==> config.mk <==
export PLATFORM = sky130hd
export DESIGN_NAME = linked_block_allocator
export DESIGN_NICKNAME = d
export VERILOG_FILES = /design/src/lba_pkg.sv /design/src/linked_block_allocator.sv
export SDC_FILE = /design/constraint.sdc
export NUM_CORES = 1
export LEC_CHECK = 0
export BUFFER_PORTS_ARGS = -buffer_cell sky130_fd_sc_hd__buf_2
export CAP_MARGIN = 20
export CORE_ASPECT_RATIO = 0.5
export CORE_MARGIN = 1.5
export CORE_UTILIZATION = 60
export DETAILED_ROUTE_END_ITERATION = 8
export PLACE_DENSITY = 0.8
export SLEW_MARGIN = 30
export SYNTH_ARGS = -nofsm -noshare
export SYNTH_HDL_FRONTEND = slang
export SYNTH_SLANG_ARGS = --single-unit
==> constraint.sdc <==
create_clock -name clk_i -period 2.82 [get_ports clk_i]
set_input_delay 0.846 -clock clk_i [delete_from_list [all_inputs] [get_ports clk_i]]
set_output_delay 0.846 -clock clk_i [all_outputs]
set_load 0.005 [all_outputs]
==> src/lba_pkg.sv <==
`timescale 1ns / 1ps
// ----------------------------------------------------------------------------
// lba_pkg
// Shared types and field widths for the linked block allocator.
// ----------------------------------------------------------------------------
package lba_pkg;

  localparam int REQ_LEN_W   = 7;
  localparam int STATUS_W    = 2;
  localparam int FILE_SLOT_W = 4;
  localparam int BLK_IDX_W   = 6;

  typedef enum logic [STATUS_W-1:0] {
    ST_OK      = 2'd0,
    ST_NOSPACE = 2'd1,
    ST_FULL    = 2'd2
  } status_e;

endpackage

==> src/linked_block_allocator.sv <==
`timescale 1ns / 1ps
// ----------------------------------------------------------------------------
// linked_block_allocator
// Allocates the lowest free disk blocks to a new file, chains them through a
// next-link table and reports each block in ascending order.
// ----------------------------------------------------------------------------
//  channel   direction  handshake              payload
//  request   in         start_i, busy_o        request_length_i
//  result    out        valid_o (one cycle)    status_o, file_slot_o,
//                                              block_index_o, block_valid_o,
//                                              last_o
//
//  A failed or zero-length request answers in the cycle after it is taken,
//  without raising busy_o. Otherwise busy_o stays high through a read-latency
//  step, a scan of the blocks from block 0 (a result for each block taken)
//  and a commit step; the next request is taken only once busy_o is low.
//  Reset leaves every block free and the file table empty; no clearing pass.
//  Results cannot be stalled.
// ----------------------------------------------------------------------------
module linked_block_allocator
  import lba_pkg::*;
#(
  parameter int DISK_BLOCKS = 64,
  parameter int FILE_SLOTS  = 16
) (
  input  logic                   clk_i,
  input  logic                   rst_ni,
  input  logic                   start_i,
  output logic                   busy_o,
  input  logic [REQ_LEN_W-1:0]   request_length_i,
  output logic                   valid_o,
  output logic [STATUS_W-1:0]    status_o,
  output logic [FILE_SLOT_W-1:0] file_slot_o,
  output logic [BLK_IDX_W-1:0]   block_index_o,
  output logic                   block_valid_o,
  output logic                   last_o
);

  localparam int BW  = $clog2(DISK_BLOCKS);
  localparam int CW  = $clog2(DISK_BLOCKS + 1);
  localparam int LW  = CW;
  localparam int KW  = (CW > REQ_LEN_W) ? CW : REQ_LEN_W;
  localparam int FCW = $clog2(FILE_SLOTS + 1);
  localparam int SW  = (FILE_SLOTS > 1) ? $clog2(FILE_SLOTS) : 1;
  localparam logic [LW-1:0] EndOfChain = LW'(DISK_BLOCKS);

  typedef enum logic [1:0] {
    S_IDLE,
    S_SCAN,
    S_COMMIT
  } state_e;

  state_e               state_q;
  logic [CW-1:0]        used_cnt_q;  // blocks in use; always a prefix of the disk
  logic [FCW-1:0]       file_cnt_q;
  logic [SW-1:0]        slot_q;
  logic [REQ_LEN_W-1:0] want_q;
  logic [REQ_LEN_W-1:0] got_q;
  logic [BW-1:0]        scan_q;
  logic [BW-1:0]        pend_q;
  logic                 pend_vld_q;
  logic                 below_q;
  logic [BW-1:0]        prev_q;
  logic                 has_prev_q;

  // memories
  logic                 used_mem  [DISK_BLOCKS];
  logic [LW-1:0]        link_mem  [DISK_BLOCKS];
  logic [LW-1:0]        start_mem [FILE_SLOTS];
  logic                 used_rd_q;

  logic                 accept;
  logic [KW-1:0]        free_ext;
  logic                 nospace;
  logic                 full;
  logic                 zero_len;
  logic                 found;
  logic                 fin;
  logic                 link_we;
  logic [LW-1:0]        link_wd;
  logic                 start_we;
  logic [SW-1:0]        start_wa;
  logic [LW-1:0]        start_wd;

  assign accept   = start_i && (state_q == S_IDLE);
  assign busy_o   = (state_q != S_IDLE);
  assign free_ext = KW'(DISK_BLOCKS) - KW'(used_cnt_q);
  assign nospace  = KW'(request_length_i) > free_ext;
  assign full     = file_cnt_q >= FCW'(FILE_SLOTS);
  assign zero_len = (request_length_i == '0);

  // entries beyond the fill count read as free whatever the memory holds
  assign found = (state_q == S_SCAN) && pend_vld_q && !(used_rd_q && below_q);
  assign fin   = found && ((got_q + 1'b1) == want_q);

  assign link_we  = (found && has_prev_q) || (state_q == S_COMMIT);
  assign link_wd  = (state_q == S_COMMIT) ? EndOfChain : LW'(pend_q);
  assign start_we = (accept && !nospace && !full) || (found && !has_prev_q);
  assign start_wa = (state_q == S_IDLE) ? file_cnt_q[SW-1:0] : slot_q;
  assign start_wd = (state_q == S_IDLE) ? EndOfChain : LW'(pend_q);

  always_ff @(posedge clk_i) begin
    if (found) used_mem[pend_q] <= 1'b1;
    used_rd_q <= used_mem[scan_q];
  end

  always_ff @(posedge clk_i) begin
    if (link_we) link_mem[prev_q] <= link_wd;
  end

  always_ff @(posedge clk_i) begin
    if (start_we) start_mem[start_wa] <= start_wd;
  end

  always_ff @(posedge clk_i or negedge rst_ni) begin
    if (!rst_ni) begin
      state_q       <= S_IDLE;
      used_cnt_q    <= '0;
      file_cnt_q    <= '0;
      slot_q        <= '0;
      want_q        <= '0;
      got_q         <= '0;
      scan_q        <= '0;
      pend_q        <= '0;
      pend_vld_q    <= 1'b0;
      below_q       <= 1'b0;
      prev_q        <= '0;
      has_prev_q    <= 1'b0;
      valid_o       <= 1'b0;
      status_o      <= ST_OK;
      file_slot_o   <= '0;
      block_index_o <= '0;
      block_valid_o <= 1'b0;
      last_o        <= 1'b0;
    end else begin
      valid_o <= 1'b0;
      unique case (state_q)
        S_IDLE: begin
          if (accept) begin
            valid_o       <= 1'b1;
            file_slot_o   <= '0;
            block_index_o <= '0;
            block_valid_o <= 1'b0;
            last_o        <= 1'b1;
            priority if (nospace) begin
              status_o <= ST_NOSPACE;
            end else if (full) begin
              status_o <= ST_FULL;
            end else begin
              file_cnt_q <= file_cnt_q + 1'b1;
              slot_q     <= file_cnt_q[SW-1:0];
              if (zero_len) begin
                status_o    <= ST_OK;
                file_slot_o <= FILE_SLOT_W'(file_cnt_q);
              end else begin
                valid_o    <= 1'b0;
                want_q     <= request_length_i;
                got_q      <= '0;
                scan_q     <= '0;
                pend_vld_q <= 1'b0;
                has_prev_q <= 1'b0;
                state_q    <= S_SCAN;
              end
            end
          end
        end
        S_SCAN: begin
          scan_q     <= scan_q + 1'b1;
          pend_q     <= scan_q;
          pend_vld_q <= 1'b1;
          below_q    <= CW'(scan_q) < used_cnt_q;
          if (found) begin
            valid_o       <= 1'b1;
            status_o      <= ST_OK;
            file_slot_o   <= FILE_SLOT_W'(slot_q);
            block_index_o <= BLK_IDX_W'(pend_q);
            block_valid_o <= 1'b1;
            last_o        <= fin;
            got_q         <= got_q + 1'b1;
            prev_q        <= pend_q;
            has_prev_q    <= 1'b1;
          end
          if (fin) begin
            pend_vld_q <= 1'b0;
            state_q    <= S_COMMIT;
          end
        end
        S_COMMIT: begin
          // terminate the chain at prev_q and retire the blocks
          used_cnt_q <= used_cnt_q + CW'(want_q);
          state_q    <= S_IDLE;
        end
        default: begin
          state_q <= S_IDLE;
        end
      endcase
    end
  end

endmodule

# After elaboration in Yosys (flattened, before gate mapping)
# Index checks and enable logic that the tools add are counted.
dict set report totals {
  ramBits 0
  mem_count 0
  output_inout_bits 16
  mem_bits_ro 0
  latch_bits 0
  register_bits 62
  word_cells 105
  input_bits 10
}
dict set report classes {
  order_cmp 3
  div 0
  mux 50
  n_bitwise 3
  n_reduce_logical 17
  n_mul 0
  addsub 5
  shift 0
  n_eq_ne 10
}
# op count
set op_table {}
lappend op_table {{$mux 6} 6}
lappend op_table {{$mux 7} 5}
lappend op_table {{$pmux 6 s2} 2}
lappend op_table {{$mux 2} 10}
lappend op_table {{$mux 4} 5}
lappend op_table {{$reduce_and 5->1} 3}
lappend op_table {{$mux 1} 14}
lappend op_table {{$pmux 7 s2} 1}
lappend op_table {{$ne 2x2->1 const B} 6}
lappend op_table {{$pmux 1 s2} 4}
lappend op_table {{$pmux 2 s2} 2}
lappend op_table {{$pmux 4 s2} 1}
lappend op_table {{$reduce_and 4->1} 2}
lappend op_table {{$add 7x1->7 const B} 1}
lappend op_table {{$add 7x7->7} 1}
lappend op_table {{$eq 7x7->1} 1}
lappend op_table {{$gt 7x7->1} 1}
lappend op_table {{$logic_not 7->1} 1}
lappend op_table {{$lt 6x7->1} 1}
lappend op_table {{$sub 7x7->7 const A} 1}
lappend op_table {{$add 6x1->6 const B} 1}
lappend op_table {{$reduce_and 6->1} 1}
lappend op_table {{$add 5x1->5 const B} 1}
lappend op_table {{$ge 5x5->1 const B} 1}
lappend op_table {{other kinds (9)} 16}

# Longest topological paths before layout
# Gate-level depths: netlist of the first run.
dict set report depth {
  word_depth 6
  mapped_depth 12
  ltp_nobuf 11
}

# Least setup slack after synthesis of the first run
# No wires, ideal clock.
dict set report synth_timing {
  kind {reg-to-reg}
  from {register used_cnt_q[1]}
  to {register file_cnt_q[1]}
  n_path_buf 0
  path_stages_with_launch 12
  arrival_time_ns 2.460
  synth_period_minus_slack_ns 2.588
  slack_ns 0.232
  t_required_ns 2.692
  setup_ns 0.128
  cell_sequence {dfrtp_1 inv_1 ha_1 nand2_1 nor4_1 xnor2_1 ha_1 nand4_1 nor3_1 a21o_1 nand2_2 mux2_1}
}
dict set report synth_via {
  elab_chain_len 4
}
# element line_no
set synth_rtl {}
lappend synth_rtl {{start, declared} linked_block_allocator.sv:54} ;# logic [CW-1:0] used_cnt_q;
lappend synth_rtl {{start signal, assigned} linked_block_allocator.sv:190} ;# used_cnt_q <= used_cnt_q + CW'(want_q);
lappend synth_rtl {{$sub 7x7->7} linked_block_allocator.sv:87} ;# assign free_ext = KW'(DISK_BLOCKS) - KW'(used_cnt_q);
lappend synth_rtl {{$gt 7x7->1} linked_block_allocator.sv:88} ;# assign nospace = KW'(request_length_i) > free_ext;
lappend synth_rtl {{$not 1->1 (no source line)} -}
lappend synth_rtl {{$reduce_and 4->1 (no source line)} -}
lappend synth_rtl {{end signal, assigned} linked_block_allocator.sv:150} ;# file_cnt_q <= file_cnt_q + 1'b1;
lappend synth_rtl {{end, declared} linked_block_allocator.sv:55} ;# logic [FCW-1:0] file_cnt_q;
# Every way passes these cells.
# A chain may end at the register's enable or synchronous reset.

# Worst setup path in the final report of the first run
dict set report layout_timing {
  from {register used_cnt_q[0]}
  to {register want_q[2]}
}
dict set report layout_via {
  elab_chain_len 4
}
# element line_no
set layout_rtl {}
lappend layout_rtl {{$sub 7x7->7} linked_block_allocator.sv:87}
lappend layout_rtl {{$gt 7x7->1} linked_block_allocator.sv:88}
lappend layout_rtl {{$not 1->1 (no source line)} -}
lappend layout_rtl {{$reduce_and 5->1 (no source line)} -}
lappend layout_rtl {{end signal, assigned} linked_block_allocator.sv:157} ;# want_q <= request_length_i;
lappend layout_rtl {{end, declared} linked_block_allocator.sv:57} ;# logic [REQ_LEN_W-1:0] want_q;
# Every way passes these cells.

==> metrics.yaml, run 1 <==
power_mw: 2.278
hold_path_class: "reg2reg"
clk_pin_slew_worst_paths_ns: 0.05
syn-mean-instance-area_um2: 9.658
ys_ff_latch: 61
gp_congestion: 0.9115
syn_area_um2: 3506
hold_ws_ns: 0.4823
critPathMaxFanout: 8
fin_crit_sh: 0.9641
synthToLayoutAreaGrowth_pct: 21.38
dieHeight_um: 57.05
grt_pass1_wl_um: 14980
antenna_found_initial: 0
grtUsageMet1: 0.4043
ys_async_sr_fraction: 1.000
min_period_ns: 2.719
drt_iter0_markers: 268
cp.required_ns: 3.03
die_w_um: 111.1
rr_worst_depth: 11
clockBufferDepth: 2
r2r_slack_ns: 0.10
timing.rr.start: "used_cnt_q[0]"
worstPathArrival_ns: 2.93
viasPerCell: 6.247
cts_root_buf: "clkbuf_16"
drc_errors: 0
r2r_end: "want_q[2]"
yosys_warnings: 0
clock_skew_ns: 0.003364
ctsHoldBuffers: 0
vias: 3036
syn-num-nets: 397
maxSlewHeadroom: 0.5736
layoutNonFillerInstCount: 486
setup_viol: 0
row_count: 19
antennaDiodeCount: 0
worst_pin_slew_ns: 0.6395
ir_drop_mv: 0.4176
ys_types: 58
synth_edf_count: 0
synthFlopType: "dfrtp_1"
cts_tree: "yes"
io_buffers: 25
overflow: 0
min_path_cells: 2
critPathCaptureType: "flip-flop"
wl_um: 9272
ant_nets: 0
firstDrtPassIters: 4
max_clock_freq_mhz: 367.8
dp.cells: 463
final_common_cell: "dfrtp_1"
setup_tns_ns: 0
yosysSeqAreaShare: 0.4354
ios: 26
start_util: 0.6302
path_class: "reg2reg"
grt_pass1_vias: 3060
grt_usage: 0.3093
crit_end: "want_q[2]"
slew_viol_final: 0
hold_viol: 0
clock-sinks: 61
max_cap_violations: 0
grtUsageMet3: 0.08820
syn_inst: 363
fin_nets: 442
numCtsBuffers: 9
cp_cell_sequence: "inv_2 > ha_4 > nand2_4 > nor4_4 > xnor2_1 > ha_1 > nand4_1 > a21o_1 > a21oi_4 > nor2_4 > mux2_4"
power.leakage_nw: 2.014
grt-busiest-layer: "met2"
final_cell_mix: "60 x dfrtp_1, 38 x nand2_1, 25 x a21oi_1, 25 x buf_2, 22 x ha_1"
core_um2: 5563
detailed_place_hpwl_um: 6446
status: "finished, final reports clean"
startpoint: "used_cnt_q[0]"
htreeDepth: 3
drive_above_1_share: 0.2107
insertion_delay_ns: 0.33
power_density_nw_per_um2: 535.4
synth_top_cell_area_share: 0.4354
dieArea_um2: 6338
crit_path_max_incr_delay_ns: 0.43
cp-start-kind: "flip-flop"
wl_per_cell_um: 19.08
crit_slowest_cell: "dfrtp_2"
grt_use_met2: 0.4947
grt_max_degree: 29
yosys-top-cells-area: "dfrtp_1 44%, ha_1 8.2%, nand2_1 4.2%, a21oi_1 3.7%, mux2_1 2.9%"
synth.largest_area_cell: "dfrtp_1"
[flip-flops by register name, summed over array words and instances, names as in the netlist, 5 cells and up]
signal / flops
block_index_o: 6
pend_q: 6
file_cnt_q: 5
got_q: 7
used_cnt_q: 7
scan_q: 6
want_q: 7
[metal layers]
metal / part of all wire / vias to the layer above
met3: 0.058 / 23
li1: - / 1380
met2: 0.47 / 102
met4: 0.024 / 0
met1: 0.45 / 1531
met5: 0 / -
[what timing repair did]
item,CTS,global route
endpoints found under the setup margin,0,32
setup buffers,0,7
gates resized for setup,0,25
hold endpoints to repair,0,0
[how the worst min path moves through the flow]
stage	start	end	slack (ns)
final	block_valid_o	block_valid_o	0.48
after global routing	block_index_o[1]	block_index_o[1]	0.51
after CTS	block_valid_o	block_valid_o	0.48
after detailed placement	block_valid_o	block_valid_o	0.46
after global placement	block_valid_o	block_valid_o	0.46
after floorplan	pend_q[5]	pend_q[5]	0.45
[worst max-delay path, delay by kind of cell (launching register included)]
family / cells / cell delay [ns]
adder cells (fa/ha/maj): 2 / 0.48
XOR/XNOR: 1 / 0.12
flip-flops: 1 / 0.43
AO/OA/AOI/OAI: 2 / 0.55
AND/OR/NAND/NOR: 4 / 0.61
multiplexers: 1 / 0.32
buffers and inverters: 1 / 0.08
[area by class of cell]
cell class | count | area (µm²)
Tap cell | 73 | 91.34
Fill cell | 386 | 1308
Multi-Input combinational cell | 270 | 1941
Clock buffer | 11 | 242.7
Timing Repair Buffer | 47 | 297.8
Clock inverter | 5 | 83.83
Sequential cell | 61 | 1528
Inverter | 19 | 71.32
[metrics by stage]
| step | worst slack [ns] | utilization | area [µm²] |
|---|---|---|---|
| after floorplan | 0.2325 | - | 3506 |
| after global placement | 0.1841 | 0.6772 | 3767 |
| after detailed placement | 0.05672 | 0.6772 | 3767 |
| after CTS | 0.03167 | 0.7359 | 4094 |
| after global routing | -0.03147 | 0.7650 | 4255 |
| final | 0.1012 | 0.7650 | 4255 |
[where the power goes]
part,switching [mW],internal (mW),total [mW]
logic,0.0898,0.0603,0.150
clock network,0.406,0.799,1.20
registers,0.0239,0.899,0.923
total,0.520,1.76,2.28
[cells by family after synthesis]
kind of cell | after synthesis | synth area share
AO/OA/AOI/OAI | 93 | 0.1699
XOR/XNOR | 16 | 0.03997
adder cells (fa/ha/maj) | 24 | 0.08780
buffers and inverters | 32 | 0.03962
flip-flops | 61 | 0.4354
multiplexers | 16 | 0.04961
AND/OR/NAND/NOR | 121 | 0.1777
[cells in the mapped netlist (2+ instances only)]
master     n
a31oi_1    7
clkbuf_1   5
a21boi_0   2
nand4_1    3
a21o_1     7
dfrtp_1   61
a22o_1     7
a211oi_1   2
mux2_1     9
o21ai_0    9
and4_1     2
nand3_1   16
o21bai_1   5
o211ai_1   3
mux2i_1    5
ha_1      23
xnor2_1   10
or2_1      2
nand3b_1   3
inv_1     19
nor3b_1    3
nor4_1     3
mux2_2     2
nor2_1    17
buf_2      6
nor3_1     8
a21oi_1   26
nand2b_1  10
xor2_1     6
nand2_1   39
and3_1     3
o21ai_1   13
a31o_1     2
No activity file was read; power rests on OpenSTA's default activity.
==> inputs of run 2 (changes only) <==
--- a/config.mk
+++ b/config.mk
@@ -11,7 +11,7 @@
 export CORE_MARGIN = 1.5
 export CORE_UTILIZATION = 60
 export DETAILED_ROUTE_END_ITERATION = 8
-export PLACE_DENSITY = 0.8
+export PLACE_DENSITY = 0.91
 export SLEW_MARGIN = 30
 export SYNTH_ARGS = -nofsm -noshare
 export SYNTH_HDL_FRONTEND = slang
==> metrics.yaml, run 2 (synthesis results as in run 1) <==
dieArea_um2: 6338  # unchanged
vias: 3040  # was 3036
critPathCaptureType: "flip-flop"  # unchanged
final_common_cell: "dfrtp_1"  # unchanged
cp-start-kind: "flip-flop"  # unchanged
multi_input_area_um2: 1877  # was 1941 µm²
nFillCells: 365  # was 386
clock-sinks: 61  # unchanged
drt_iter0_markers: 293  # was 268
dieHeight_um: 57.05  # unchanged
status: "finished, final reports clean"  # unchanged
fin_crit_sh: 0.9660  # was 0.9641
clock_skew_ns: 0.007595  # was 0.003364 ns
antennaDiodeCount: 0  # unchanged
antenna_found_initial: 0  # unchanged
insertion_delay_ns: 0.33  # about the same
viasPerCell: 6.333  # was 6.247
setup_viol: 0  # unchanged
path_class: "reg2reg"  # unchanged
ctsHoldBuffers: 0  # unchanged
ant_nets: 0  # unchanged
power.leakage_nw: 1.949  # was 2.014 nW
worstPathArrival_ns: 2.93  # about the same
grt_max_degree: 39  # was 29
maxSlewHeadroom: 0.5646  # was 0.5736
hold_path_class: "reg2reg"  # unchanged
drive_above_1_share: 0.1744  # was 0.2107
fin_nets: 436  # was 442
row_count: 19  # unchanged
seqCellArea_um2: 1528  # unchanged
design_area_um2: 4121  # was 4255 µm²
power_density_nw_per_um2: 522.9  # was 535.4 nW/µm²
cts_root_buf: "clkbuf_16"  # unchanged
post-place-ws_ns: 0.08095  # was 0.05672 ns
clockBufferDepth: 2  # unchanged
htreeDepth: 3  # unchanged
dp.cells: 461  # was 463
ir_drop_mv: 0.4111  # was 0.4176 mV
fin_ws_ns: 0.09594  # was 0.1012 ns
max_cap_violations: 0  # unchanged
core_um2: 5563  # unchanged
overflow: 0  # unchanged
reg_top3: "got_q: 7 flops, used_cnt_q: 7 flops, want_q: 7 flops"  # unchanged
max_clock_freq_mhz: 367.1  # was 367.8 MHz
detailed_place_hpwl_um: 6224  # was 6446 µm
ios: 26  # unchanged
place_area_um2: 3765  # was 3767 µm²
slew_viol_final: 0  # unchanged
wl_um: 9084  # was 9272 µm
gp_congestion: 0.9240  # was 0.9115
grt_usage: 0.3058  # was 0.3093
grt_pass1_vias: 2908  # was 3060
firstDrtPassIters: 4  # unchanged
post-route-util: 0.7409  # was 0.7650
min_period_ns: 2.724  # was 2.719 ns
wl_per_cell_um: 18.93  # was 19.08 µm
layoutNonFillerInstCount: 480  # was 486
rsz0062_at_grt: "true"
die_w_um: 111.1  # unchanged
critPathMaxFanout: 5  # was 8
synthToLayoutAreaGrowth_pct: 17.56  # was 21.38%
grt_pass1_wl_um: 14850  # was 14980 µm
clk_pin_slew_worst_paths_ns: 0.05  # about the same
start_util: 0.6302  # unchanged
hold_ws_ns: 0.4792  # was 0.4823 ns
io_buffers: 25  # unchanged
drc_errors: 0  # unchanged
final_cell_mix: "60 x dfrtp_1, 39 x nand2_1, 25 x a21oi_1, 25 x buf_2, 22 x ha_1"  # was 60 x dfrtp_1, 38 x nand2_1, 25 x a21oi_1, 25 x buf_2, 22 x ha_1
cts_tree: "yes"  # unchanged
hold_viol: 0  # unchanged
numCtsBuffers: 9  # unchanged
cp.required_ns: 3.03  # about the same
worst_pin_slew_ns: 0.6531  # was 0.6395 ns
## run 2: repair_timing
item | 4_1_cts | 5_1_grt
setup buffers | 0 | 3
resized for setup | 0 | 10
endpoints found under the setup margin | 0 | 23
## run 2: layout make-up
cell class	instances	share of cell area
sequential	61	0.3707
clock inverter	6	0.01548
inverter	19	0.01730
clock buffer	10	0.05556
timing repair buffer	41	0.06345
tap	73	0.02216
multi-input combinational	270	0.4554
## run 2: where the power goes
| part | leakage (nW) | internal (mW) | total (mW) | switching (mW) |
|---|---|---|---|---|
| Combinational | 1.03 | 0.0614 | 0.151 | 0.0894 |
| Clock | 0.138 | 0.681 | 1.08 | 0.400 |
| Sequential | 0.783 | 0.899 | 0.923 | 0.0236 |
| Total | 1.95 | 1.64 | 2.16 | 0.513 |
## run 2: worst paths after layout
path                       cells after the start  slack (ns)             to          start
max in group asynchronous                      2        1.69  used_cnt_q[0]         rst_ni
max reg2reg                                   11         0.1  file_cnt_q[1]  used_cnt_q[1]
max                                           11         0.1  file_cnt_q[1]  used_cnt_q[1]
min in group asynchronous                      1        0.51      slot_q[2]         rst_ni
min reg2reg                                    2        0.48      pend_q[3]      pend_q[3]
min                                            2        0.48      pend_q[3]      pend_q[3]
## run 2: per-stage QoR
stage | setup TNS [ns] | power (mW)
global placement | 0 | 1.073
CTS | 0 | 2.164
global route | -0.08508 | 2.215
detailed placement | 0 | 1.081
floorplan | 0 | 1.014
finish | 0 | 2.155
## run 2: worst max-delay path, cell delays in order, from the launching register on
cell and delay [ns]:
dfrtp_1 0.43, inv_1 0.12, ha_2 0.20, nand2_1 0.09
nor4_2 0.18, xnor2_1 0.11, ha_1 0.32, nand4_1 0.21
a21o_1 0.28, a21o_1 0.21, nand2_2 0.14, mux2_1 0.34
## run 2: metal layers
metal / part of all wire / GRT usage
met1: 0.42 / 0.4003
met5: 0 / 0
met3: 0.078 / 0.07439
met4: 0.029 / 0.1302
met2: 0.47 / 0.5009
